`config.mk`:
```
export PLATFORM = sky130hd
export DESIGN_NAME = rms_current_torque_estimator_top
export DESIGN_NICKNAME = d
export VERILOG_FILES = /design/src/rtl/rcte_pkg.sv /design/src/rtl/rms_current_torque_estimator_top.sv /design/src/rtl/rcte_alu.sv
export SDC_FILE = /design/constraint.sdc
export NUM_CORES = 2
export LEC_CHECK = 0
export BUFFER_PORTS_ARGS = -buffer_cell sky130_fd_sc_hd__buf_2
export CORE_AREA = 2 2 263 265
export CTS_BUF_LIST = sky130_fd_sc_hd__clkbuf_8
export CTS_CLUSTER_DIAMETER = 40
export CTS_CLUSTER_SIZE = 14
export DETAILED_ROUTE_END_ITERATION = 10
export DIE_AREA = 0 0 265 267
export PLACE_DENSITY = 0.67
export SYNTH_ARGS = -nofsm -noshare
export SYNTH_HDL_FRONTEND = slang
export SYNTH_SLANG_ARGS = --single-unit
```
`constraint.sdc`:
```
create_clock -name clk_i -period 10.7 [get_ports clk_i]
set_input_delay 2.14 -clock clk_i [delete_from_list [all_inputs] [get_ports clk_i]]
set_output_delay 2.14 -clock clk_i [all_outputs]
set_load 0.05 [all_outputs]
```
`src/rtl/rcte_pkg.sv`:
```
`default_nettype none

package rcte_pkg;

  // field widths
  localparam int unsigned SampleW  = 16;
  localparam int unsigned TorqueW  = 17;
  localparam int unsigned RmsW     = 16;
  localparam int unsigned CfgW     = 16;
  localparam int unsigned CfgIdxW  = 3;
  localparam int unsigned MulW     = 17;
  localparam int unsigned ProdW    = 2 * MulW;
  localparam int unsigned InDataW  = 32;
  localparam int unsigned OutDataW = 40;

  // frame length default
  localparam int unsigned PairsPerFrameDef = 64;

  // square root works on a 32-bit window, two bits per step
  localparam int unsigned SqrtSteps = 16;

  // register indexes
  localparam logic [CfgIdxW-1:0] RegNoiseThr  = 3'd0;
  localparam logic [CfgIdxW-1:0] RegFwdOffset = 3'd1;
  localparam logic [CfgIdxW-1:0] RegFwdGain   = 3'd2;
  localparam logic [CfgIdxW-1:0] RegRevOffset = 3'd3;
  localparam logic [CfgIdxW-1:0] RegRevGain   = 3'd4;

  // register reset values
  localparam logic [CfgW-1:0] NoiseThrRst  = 16'd200;
  localparam logic [CfgW-1:0] FwdOffsetRst = 16'd2675;
  localparam logic [CfgW-1:0] FwdGainRst   = 16'd197;
  localparam logic [CfgW-1:0] RevOffsetRst = 16'd2036;
  localparam logic [CfgW-1:0] RevGainRst   = 16'd305;

  // torque limits
  localparam logic [25:0] TorqueMaxMag = 26'd65535;
  localparam logic [25:0] TorqueMinMag = 26'd65536;

  // multiplier request
  typedef struct packed {
    logic signed [MulW-1:0] a;
    logic signed [MulW-1:0] b;
  } rcte_mul_req_t;

  // Q17.16 product to Q8.8: round half away from zero, optional negate, saturate
  function automatic logic signed [TorqueW-1:0] round_sat(
    input logic signed [ProdW-1:0] prod,
    input logic                    rev
  );
    logic [ProdW-1:0]   mag;
    logic [ProdW-1:0]   rnd;
    logic [25:0]        q;
    logic               neg;
    logic [TorqueW-1:0] res;
    mag = prod[ProdW-1] ? (~prod + 1'b1) : prod;
    rnd = mag + ProdW'(128);
    q   = rnd[33:8];
    neg = prod[ProdW-1] ^ rev;
    if (neg) begin
      if (q > TorqueMinMag) begin
        res = {1'b1, 16'd0};
      end else begin
        res = ~q[TorqueW-1:0] + 1'b1;
      end
    end else begin
      if (q > TorqueMaxMag) begin
        res = {1'b0, 16'hFFFF};
      end else begin
        res = q[TorqueW-1:0];
      end
    end
    return res;
  endfunction

endpackage

`default_nettype wire

```
`src/rtl/rms_current_torque_estimator_top.sv`:
```
`default_nettype none

// rms current torque estimator: takes one pair of current-sense samples per
// transaction (even = forward channel, odd = reverse channel), sums the
// squares of both channels over a frame of up to PAIRS_PER_FRAME pairs and,
// on the pair marked by tlast, returns one result transaction: the integer
// square root of the selected channel's mean square (tuser = 1 selects the
// reverse channel) and the torque (root - offset) * gain in signed Q8.8,
// negated for reverse, saturated, and zero when the root is at or below the
// noise threshold. pairs beyond PAIRS_PER_FRAME are dropped but the frame
// still closes on tlast. the two squares of every pair share one multiplier;
// the closing pair then runs a bit-serial restoring divide of SUM_W steps and
// a 16-step square root, both on one shared subtractor. s_axis_tready stays
// low while a pair is in flight; a finished result waits in the output
// register while the next pair is taken, and a closing pair holds in its last
// step for as long as the previous result is still waiting there.
module rms_current_torque_estimator_top #(
  parameter int unsigned PAIRS_PER_FRAME = rcte_pkg::PairsPerFrameDef
) (
  input  wire logic                            clk_i,
  input  wire logic                            rst_ni,
  // sample pair stream
  input  wire logic                            s_axis_tvalid_i,
  output logic                                 s_axis_tready_o,
  // [15:0] sample_even, [31:16] sample_odd
  input  wire logic [rcte_pkg::InDataW-1:0]    s_axis_tdata_i,
  // [0] reverse_dir
  input  wire logic [0:0]                      s_axis_tuser_i,
  // frame_last
  input  wire logic                            s_axis_tlast_i,
  // result stream
  output logic                                 m_axis_tvalid_o,
  input  wire logic                            m_axis_tready_i,
  // [16:0] torque_q8, [32:17] rms_level, [39:33] zero
  output logic [rcte_pkg::OutDataW-1:0]        m_axis_tdata_o,
  // configuration writes
  input  wire logic                            cfg_we_i,
  input  wire logic [rcte_pkg::CfgIdxW-1:0]    cfg_idx_i,
  input  wire logic [rcte_pkg::CfgW-1:0]       cfg_data_i
);
  import rcte_pkg::*;

  localparam int unsigned CNT_W  = $clog2(PAIRS_PER_FRAME + 1);
  localparam int unsigned SUM_W  = 31 + CNT_W;
  localparam int unsigned ITER_W = $clog2(SUM_W);
  localparam int unsigned OP_W   = (CNT_W + 1 > 19) ? CNT_W + 1 : 19;

  // sequencer codes
  localparam logic [3:0] ST_IDLE  = 4'd0;
  localparam logic [3:0] ST_SQE   = 4'd1;
  localparam logic [3:0] ST_SQO   = 4'd2;
  localparam logic [3:0] ST_ACC   = 4'd3;
  localparam logic [3:0] ST_DSET  = 4'd4;
  localparam logic [3:0] ST_DIV   = 4'd5;
  localparam logic [3:0] ST_SQRT  = 4'd6;
  localparam logic [3:0] ST_SCALE = 4'd7;
  localparam logic [3:0] ST_FIN   = 4'd8;

  // configuration registers
  logic [CfgW-1:0] noise_thr_q, fwd_offset_q, fwd_gain_q, rev_offset_q, rev_gain_q;

  // control
  logic [3:0]        state_q, state_d;
  logic [CNT_W-1:0]  pair_cnt_q, pair_cnt_d;
  logic [ITER_W-1:0] iter_q, iter_d;
  logic              out_valid_q, out_valid_d;

  // payload
  logic signed [SampleW-1:0] even_q, even_d, odd_q, odd_d;
  logic                      rev_q, rev_d, last_q, last_d;
  logic [SUM_W-1:0]          sum_even_q, sum_even_d, sum_odd_q, sum_odd_d;
  logic [SUM_W-1:0]          num_q, num_d;
  logic [CNT_W-1:0]          rem_q, rem_d;
  logic [16:0]               sq_rem_q, sq_rem_d;
  logic [RmsW-1:0]           root_q, root_d;
  logic [TorqueW-1:0]        torque_q, torque_d;
  logic [RmsW-1:0]           rms_q, rms_d;

  // shared unit
  logic [OP_W-1:0]          sub_a, sub_b, sub_diff;
  logic                     sub_ge;
  rcte_mul_req_t            mul_req;
  logic signed [ProdW-1:0]  prod;

  logic             accum_en;
  logic [SUM_W-1:0] square_ext;
  logic [CNT_W:0]   div_sh;
  logic [18:0]      sqrt_sh;
  logic [17:0]      sqrt_trial;
  logic             in_acc;
  logic             out_acc;

  assign in_acc   = s_axis_tvalid_i & s_axis_tready_o;
  assign out_acc  = out_valid_q & m_axis_tready_i;
  assign accum_en = (pair_cnt_q < CNT_W'(PAIRS_PER_FRAME));

  // squares are never negative and stay at or below 2^30
  assign square_ext = {{(SUM_W-31){1'b0}}, prod[30:0]};

  assign div_sh     = {rem_q, num_q[SUM_W-1]};
  assign sqrt_sh    = {sq_rem_q, num_q[31:30]};
  assign sqrt_trial = {root_q, 2'b01};

  rcte_alu #(
    .OpW (OP_W)
  ) u_alu (
    .clk_i      (clk_i),
    .sub_a_i    (sub_a),
    .sub_b_i    (sub_b),
    .sub_diff_o (sub_diff),
    .sub_ge_o   (sub_ge),
    .mul_req_i  (mul_req),
    .prod_o     (prod)
  );

  // operand selection for the shared unit
  always_comb begin
    sub_a     = OP_W'(div_sh);
    sub_b     = OP_W'(pair_cnt_q);
    mul_req.a = MulW'(even_q);
    mul_req.b = MulW'(even_q);
    if (state_q == ST_SQRT) begin
      sub_a = OP_W'(sqrt_sh);
      sub_b = OP_W'(sqrt_trial);
    end
    if (state_q == ST_SQO) begin
      mul_req.a = MulW'(odd_q);
      mul_req.b = MulW'(odd_q);
    end else if (state_q == ST_SCALE || state_q == ST_FIN) begin
      // root minus offset, times an unsigned gain; kept through the output wait
      mul_req.a = $signed({1'b0, root_q}) -
                  $signed({1'b0, (rev_q ? rev_offset_q : fwd_offset_q)});
      mul_req.b = $signed({1'b0, (rev_q ? rev_gain_q : fwd_gain_q)});
    end
  end

  // sequencer
  always_comb begin
    state_d     = state_q;
    pair_cnt_d  = pair_cnt_q;
    iter_d      = iter_q;
    out_valid_d = out_valid_q & ~out_acc;
    even_d      = even_q;
    odd_d       = odd_q;
    rev_d       = rev_q;
    last_d      = last_q;
    sum_even_d  = sum_even_q;
    sum_odd_d   = sum_odd_q;
    num_d       = num_q;
    rem_d       = rem_q;
    sq_rem_d    = sq_rem_q;
    root_d      = root_q;
    torque_d    = torque_q;
    rms_d       = rms_q;

    unique case (state_q)
      ST_IDLE: begin
        if (in_acc) begin
          even_d  = s_axis_tdata_i[15:0];
          odd_d   = s_axis_tdata_i[31:16];
          rev_d   = s_axis_tuser_i[0];
          last_d  = s_axis_tlast_i;
          state_d = ST_SQE;
        end
      end
      ST_SQE: begin
        state_d = ST_SQO;
      end
      ST_SQO: begin
        if (accum_en) begin
          sum_even_d = sum_even_q + square_ext;
        end
        state_d = ST_ACC;
      end
      ST_ACC: begin
        if (accum_en) begin
          sum_odd_d  = sum_odd_q + square_ext;
          pair_cnt_d = pair_cnt_q + 1'b1;
        end
        state_d = last_q ? ST_DSET : ST_IDLE;
      end
      ST_DSET: begin
        // latch the selected sum and clear both frame sums
        num_d      = rev_q ? sum_odd_q : sum_even_q;
        rem_d      = '0;
        sum_even_d = '0;
        sum_odd_d  = '0;
        iter_d     = ITER_W'(SUM_W - 1);
        state_d    = ST_DIV;
      end
      ST_DIV: begin
        // restoring divide by the pair count, one quotient bit a cycle
        rem_d = sub_ge ? sub_diff[CNT_W-1:0] : div_sh[CNT_W-1:0];
        num_d = {num_q[SUM_W-2:0], sub_ge};
        if (iter_q == '0) begin
          pair_cnt_d = '0;
          sq_rem_d   = '0;
          root_d     = '0;
          iter_d     = ITER_W'(SqrtSteps - 1);
          state_d    = ST_SQRT;
        end else begin
          iter_d = iter_q - 1'b1;
        end
      end
      ST_SQRT: begin
        // digit-by-digit root, two radicand bits a cycle
        sq_rem_d = sub_ge ? sub_diff[16:0] : sqrt_sh[16:0];
        root_d   = {root_q[RmsW-2:0], sub_ge};
        num_d    = {num_q[SUM_W-3:0], 2'b00};
        if (iter_q == '0) begin
          state_d = ST_SCALE;
        end else begin
          iter_d = iter_q - 1'b1;
        end
      end
      ST_SCALE: begin
        state_d = ST_FIN;
      end
      ST_FIN: begin
        if (!out_valid_q || m_axis_tready_i) begin
          out_valid_d = 1'b1;
          rms_d       = root_q;
          torque_d    = (root_q > noise_thr_q) ? round_sat(prod, rev_q) : '0;
          state_d     = ST_IDLE;
        end
      end
      default: begin
        state_d = ST_IDLE;
      end
    endcase
  end

  always_ff @(posedge clk_i or negedge rst_ni) begin
    if (!rst_ni) begin
      state_q     <= ST_IDLE;
      pair_cnt_q  <= '0;
      iter_q      <= '0;
      out_valid_q <= 1'b0;
      sum_even_q  <= '0;
      sum_odd_q   <= '0;
    end else begin
      state_q     <= state_d;
      pair_cnt_q  <= pair_cnt_d;
      iter_q      <= iter_d;
      out_valid_q <= out_valid_d;
      sum_even_q  <= sum_even_d;
      sum_odd_q   <= sum_odd_d;
    end
  end

  always_ff @(posedge clk_i) begin
    even_q   <= even_d;
    odd_q    <= odd_d;
    rev_q    <= rev_d;
    last_q   <= last_d;
    num_q    <= num_d;
    rem_q    <= rem_d;
    sq_rem_q <= sq_rem_d;
    root_q   <= root_d;
    torque_q <= torque_d;
    rms_q    <= rms_d;
  end

  // configuration registers
  always_ff @(posedge clk_i or negedge rst_ni) begin
    if (!rst_ni) begin
      noise_thr_q  <= NoiseThrRst;
      fwd_offset_q <= FwdOffsetRst;
      fwd_gain_q   <= FwdGainRst;
      rev_offset_q <= RevOffsetRst;
      rev_gain_q   <= RevGainRst;
    end else if (cfg_we_i) begin
      unique case (cfg_idx_i)
        RegNoiseThr:  noise_thr_q  <= cfg_data_i;
        RegFwdOffset: fwd_offset_q <= cfg_data_i;
        RegFwdGain:   fwd_gain_q   <= cfg_data_i;
        RegRevOffset: rev_offset_q <= cfg_data_i;
        RegRevGain:   rev_gain_q   <= cfg_data_i;
        default: ;
      endcase
    end
  end

  assign s_axis_tready_o = (state_q == ST_IDLE);
  assign m_axis_tvalid_o = out_valid_q;
  assign m_axis_tdata_o  = {7'd0, rms_q, torque_q};

endmodule

`default_nettype wire

```
`src/rtl/rcte_alu.sv`:
```
`default_nettype none

// shared compare/subtract unit plus registered 17x17 signed multiplier
module rcte_alu #(
  parameter int unsigned OpW = 19
) (
  input  wire logic                                 clk_i,
  input  wire logic [OpW-1:0]                       sub_a_i,
  input  wire logic [OpW-1:0]                       sub_b_i,
  output logic      [OpW-1:0]                       sub_diff_o,
  output logic                                      sub_ge_o,
  input  wire rcte_pkg::rcte_mul_req_t              mul_req_i,
  output logic signed [rcte_pkg::ProdW-1:0]         prod_o
);
  import rcte_pkg::*;

  logic [OpW:0]             sub_full;
  logic signed [ProdW-1:0]  prod_q;
  logic signed [ProdW-1:0]  prod_d;

  assign sub_full   = {1'b0, sub_a_i} - {1'b0, sub_b_i};
  assign sub_diff_o = sub_full[OpW-1:0];
  assign sub_ge_o   = ~sub_full[OpW];

  assign prod_d = ProdW'(mul_req_i.a) * ProdW'(mul_req_i.b);

  always_ff @(posedge clk_i) begin
    prod_q <= prod_d;
  end

  assign prod_o = prod_q;

endmodule

`default_nettype wire
```
# After elaboration in Yosys (flattened, before gate mapping)
# Index checks and enable logic that the tools add are counted.
[totals]
n_memories = 0
latch_bits = 0
ram_bits = 0
wordCells = 125
ff_bits = 353
romBits = 0
inputBits = 58
[op_classes]
n_reduce_logical = 25
n_lt_le_gt_ge = 4
eq_ne = 19
n_bitwise = 8
n_div = 0
add_sub_neg = 9
mul = 1
shifts = 0
muxes = 37
[op_table]
columns = ["op", "n"]
rows = [
  ["38-bit case mux with 2 select lines", 2],
  ["38-bit 2-to-1 mux", 3],
  ["38-bit case mux with 3 select lines", 1],
  ["34-bit 2-to-1 mux", 3],
  ["17-bit 2-to-1 mux", 5],
  ["38-bit by 31-bit adder with 38-bit output", 2],
  ["16-bit 2-to-1 mux", 3],
  ["4-bit case mux with 9 select lines", 1],
  ["34-bit by 1-bit adder with 34-bit output, second input constant", 1],
  ["34-bit by 8-bit adder with 34-bit output, second input constant", 1],
  ["17-bit by 17-bit multiplier with 34-bit output", 1],
  ["34-bit inverter", 1],
  ["17-bit case mux with 2 select lines", 1],
  ["16-bit case mux with 2 select lines", 1],
  ["7-bit case mux with 2 select lines", 2],
  ["26-bit by 16-bit greater-than comparator with 1-bit output, second input constant", 1],
  ["26-bit by 17-bit greater-than comparator with 1-bit output, second input constant", 1],
  ["2-bit AND reduction", 11],
  ["7-bit 2-to-1 mux", 3],
  ["19-bit by 18-bit subtractor with 20-bit output", 1],
  ["19-bit 2-to-1 mux", 1],
  ["18-bit 2-to-1 mux", 1],
  ["6-bit case mux with 3 select lines", 1],
  ["17-bit by 1-bit adder with 17-bit output, second input constant", 1],
  ["other kinds (31)", 54],
]

# Logic depth before layout (Yosys ltp)
[depth]
word_depth = 8
ltp_mapped = 40
mapped_depth_nobuf = 36

# Cells and area by module
# A second synthesis with hierarchy kept.
[unflattened]
cells_unflattened = 3648
hier_area_um2 = 33809.9
[by_module_without_submodules]
columns = ["mod", "area_each_um2", "cells_each", "n_inst", "seq_area_each_um2"]
rows = [
  ["rms_current_torque_estimator_top", 21256.6, 2260, 1, 8740.9],
  ["rcte_alu", 12553.3, 1388, 1, 680.7],
]

# Least setup slack after synthesis
# OpenSTA, ideal clock, no wires.
[synth_path]
path_kind = "register to register"
startpoint = "register rev_q"
endpoint = "register u_alu.prod_q[30] (netlist: u_alu.prod_o[30])"
required_ps = 10628
stages_incl_launch_ff = 35
setup_slack_ps = 928
setup_time_ps = 72
synth_period_minus_slack_ps = 9772
t_arrival_ps = 9700
path_cell_list = "edfxtp_1 clkbuf_1 clkbuf_1 buf_1 buf_1 mux2i_1 ha_1 nor2b_1 o21ai_0 a21boi_0 o21ai_0 a21oi_1 o2111ai_1 a311oi_1 o21a_1 o21ai_0 a21oi_1 clkbuf_1 or2_2 fa_1 inv_1 fa_1 inv_1 fa_1 fa_1 fa_1 fa_1 inv_1 ha_1 and3_1 and3_1 a21oi_1 o21ai_0 o41ai_1 xnor2_1"
[synth_between]
elab_chain_cells = 5
[synth_rtl]
columns = ["element", "line_no", "text"]
rows = [
  ["from (decl)", "rms_current_torque_estimator_top.sv:70", "logic rev_q, rev_d, last_q, last_d;"],
  ["from (signal assigned)", "rms_current_torque_estimator_top.sv:254", "rev_q <= rev_d;"],
  ["16-bit 2-to-1 mux", "rms_current_torque_estimator_top.sv:132", "$signed({1'b0, (rev_q ? rev_offset_q : fwd_offset_q)});"],
  ["16-bit by 16-bit subtractor with 17-bit output", "rms_current_torque_estimator_top.sv:131", "mul_req.a = $signed({1'b0, root_q}) -"],
  ["34-bit 2-to-1 mux (*)", "rms_current_torque_estimator_top.sv:129", "end else if (state_q == ST_SCALE || state_q == ST_FIN) begin"],
  ["34-bit 2-to-1 mux (*)", "rms_current_torque_estimator_top.sv:126", "if (state_q == ST_SQO) begin"],
  ["17-bit by 17-bit multiplier with 34-bit output (*)", "rcte_alu.sv:25", "assign prod_d = ProdW'(mul_req_i.a) * ProdW'(mul_req_i.b);"],
  ["named net u_alu.prod_d[30]", "rcte_alu.sv:19", "logic signed [ProdW-1:0] prod_d;"],
  ["to (signal assigned)", "rcte_alu.sv:28", "prod_q <= prod_d;"],
  ["to (decl)", "rcte_alu.sv:18", "logic signed [ProdW-1:0] prod_q;"],
]
# The timed path passes the listed nets; every way through them passes the cells marked *.
# A chain may end at the register's enable or synchronous reset.

# Final worst setup path
# Ends and elaborated chain as after synthesis.

==> impl_results.md <==
- Setup violations, final: 0
- CP endpoint: u_alu.prod_o[30]$_DFF_P_
- Nets: ~4300
- Post-synthesis cell count: about 3700
- CP bufs+invs: 5
- Most frequent cells in the layout: inv_1 (428), nor2_1 (366), fa_1 (300), a21oi_1 (247), nand2_1 (241)
- Seq/Total Area, Yosys: between 20% and 30%
- Root Driver: clkbuf_8
- Mapped Area: 33700 sq um
- CP most frequent cell: fa_1
- Vias in the first global route: 26300
- Initial DRT Pass Iterations: 6
- Tot GR Track Use: between 20% and 30%
- Area of the multi-input gates: around 22000 sq um
- CTS resizes: 0
- Compound-Gate Fraction of Synth Area: a little over an eighth
- Port Buffers: a little over 90
- Fmax: slightly above 100 MHz
- Worst-Skew Late Latency: 710 ps
- Async SR Flop Fraction: roughly half
- Clock transition at path regs: 80 ps
- First DRT Iteration DRCs: between 1500 and 2000
- Die Span Y: between 200 and 300 microns
- Synth warn: 0
- Crit path DAT: between 10000 and 15000 ps
- Fraction of the mapped netlist area in adder cells: between 20% and 30%
- Core Footprint: slightly below 70000 sq um
- Cts bufs inserted: 61
- Min Tclk post-route: roughly 9700 ps
- Critical path required time: 11280 ps
- Hold_ws: roughly 480 ps
- Setup crit end kind: flop
- Worst R2R Start: rev_q$_DFFE_PP_
- Period utilization: between 90 and 100%
- HP Class: reg -> reg
- Post-Synth XOR/XNOR Area: between 3 and 4%
- R2r worst-path depth: 31
- Die ar.: around 71000 sq um
- Commonest non-fill, non-tap cell in the layout: inv_1
- Share of post-route cells with drive strength above 1: 12.3%
- FF/Latch Area: between 9000 and 10000 sq um
- Global-route wire length before repair: 138 mm
- Largest net degree at the start of global routing: 117
- Status: finished, final reports clean
- DRC errors left: 0
- Die width: around 270 microns
- Worst setup path class: reg -> reg
- Reg2Reg Setup Slack: 970 ps
- WP depth: 31
- Mux cell area share after synthesis: ~5.1%
- Worst Setup SP: rev_q$_DFFE_PP_
- Startpoint Class: flop
- H-tree depth: 2
- GRT overflow: 0
- Kind of cell adding the most delay to the critical path: adder cells
- Cts hold-fix bufs: 0
- Max stage delay on crit path: 720 ps
- Yosys cell types: around 110
- Via count: approximately 26000
- Worst Max-Slew Pin Slew: approximately 1200 ps
- Fin. max-slew vios: 0
- Worst clock skew: 55.3 ps
- Synth Area in Simple Gates: about 17%
- Main synth FF type: dfrtp_1
- Fillers: 6256
- Routed Antenna Nets: 0
- IO Count: 100
- WL/cell: roughly 18 microns
- Seq cells post-synth: about 350
- Placer Congestion: 0.895
- Max Cap Viol: 0
- Clock Tree Buf Depth: 3
- Initial antenna violation count: 3
- RSZ-0062 raised after global routing: no
- CTS Sinks: about 350
- Slowest cell on crit path: a2111oi_0
- Initial Utilization: 49.6%
- Reg-to-reg endpoint: u_alu.prod_o[30]$_DFF_P_
- Rows: 96
- Max transition margin: 23.0%
- Hold Violations, Final: 0
- CP max FO: 28
- CTS tree: yes
- Post-CTS setup buffers: 0
- DP HPWL: around 63 mm
- Final setup TNS: 0 ps
- Largest family of logic cells by synthesized area: adder cells
- EDFF count, synth: between 100 and 150
- Area growth syn-to-layout: 8.35%
- Final wirelength: ~84 mm
- Syn_area_per_cell: 9.21 sq um
- Average vias per placed instance: approximately 5.6
-- flip-flops by register name, summed over array words and instances (netlist names) --
register,flops
fwd_offset_q,16
num_q,38
iter_q,6
rem_q,7
sum_even_q,38
rev_gain_q,16
fwd_gain_q,16
even_q,16
pair_cnt_q,7
u_alu.prod_o,34
state_q,4
odd_q,16
sum_odd_q,38
rev_offset_q,16
noise_thr_q,16
root_q,16
torque_q,17
rms_q,16
m_axis_tvalid_o,1
sq_rem_q,17
rev_q,1
last_q,1
-- final cells by class --
cell class,instances,area share (%)
well taps,882,3.02
clock buffers,66,2.48
multi-input cells,2731,60.5
diodes,1,0.00684
flip-flops and latches,353,25.8
inverters,419,4.30
repair buffers,144,2.34
clock inverters,50,1.52
-- per-stage QoR --
stage | instances | utilization [%] | area, sq um | setup WS (ps)
5_1_grt | 4646 | 53.8 | 36600 | 205
3_5_place_dp | 4529 | 51.6 | 35100 | 1180
6_report | 4646 | 53.8 | 36600 | 970
2_1_floorplan | 3671 | - | 33800 | 928
3_3_place_gp | 4529 | 51.6 | 35100 | 1290
4_1_cts | 4645 | 53.8 | 36600 | 1060
-- per-layer routing --
metal | GRT usage [%] | vias up | part of all wire (%)
li1 | - | 12600 | -
met1 | 31.7 | 12900 | 43
met2 | 40.9 | 625 | 48
met3 | 3.64 | 158 | 5.3
met4 | 9.12 | 0 | 3.6
met5 | 0 | - | 0
-- cells in the mapped netlist, types with 57 or more instances --
cell,count,share of area [%]
nand3_1,98,1.5
nor3_1,100,1.5
xor2_1,60,1.6
a21oi_1,248,3.7
xnor2_1,93,2.4
fa_1,300,18
nor2b_1,71,1.3
edfxtp_1,145,13
inv_1,419,4.7
mux2_2,74,2.5
nand2_1,242,2.7
mux2i_1,90,2.7
a211oi_1,57,1.3
o21ai_0,143,2.1
clkbuf_1,133,1.5
dfrtp_1,148,11
ha_1,203,7.5
nand2b_1,62,1.1
nor2_1,367,4.1
-- logic make-up after synthesis --
kind of cell | Yosys count
xor+xnor | 153
buf+inv | 587
flops | 353
fa+ha+maj | 506
compound gates | 726
simple gates | 1174
mux | 164
other cells | 2
-- worst min path at each step --
stage | start | end | slack, ps | depth (start not counted)
6_report | root_q[0]$_SDFFCE_PN0P_ | rms_q[0]$_DFFE_PP_ | 480 | 0
4_1_cts | root_q[0]$_SDFFCE_PN0P_ | rms_q[0]$_DFFE_PP_ | 480 | 0
2_1_floorplan | root_q[0]$_SDFFCE_PN0P_ | rms_q[0]$_DFFE_PP_ | 430 | 0
3_3_place_gp | root_q[0]$_SDFFCE_PN0P_ | rms_q[0]$_DFFE_PP_ | 460 | 0
5_1_grt | root_q[0]$_SDFFCE_PN0P_ | rms_q[0]$_DFFE_PP_ | 500 | 0
3_5_place_dp | root_q[0]$_SDFFCE_PN0P_ | rms_q[0]$_DFFE_PP_ | 460 | 0
Power is not shown: default switching activity piles up to over one toggle a cycle in this logic, so the estimate is an artifact.
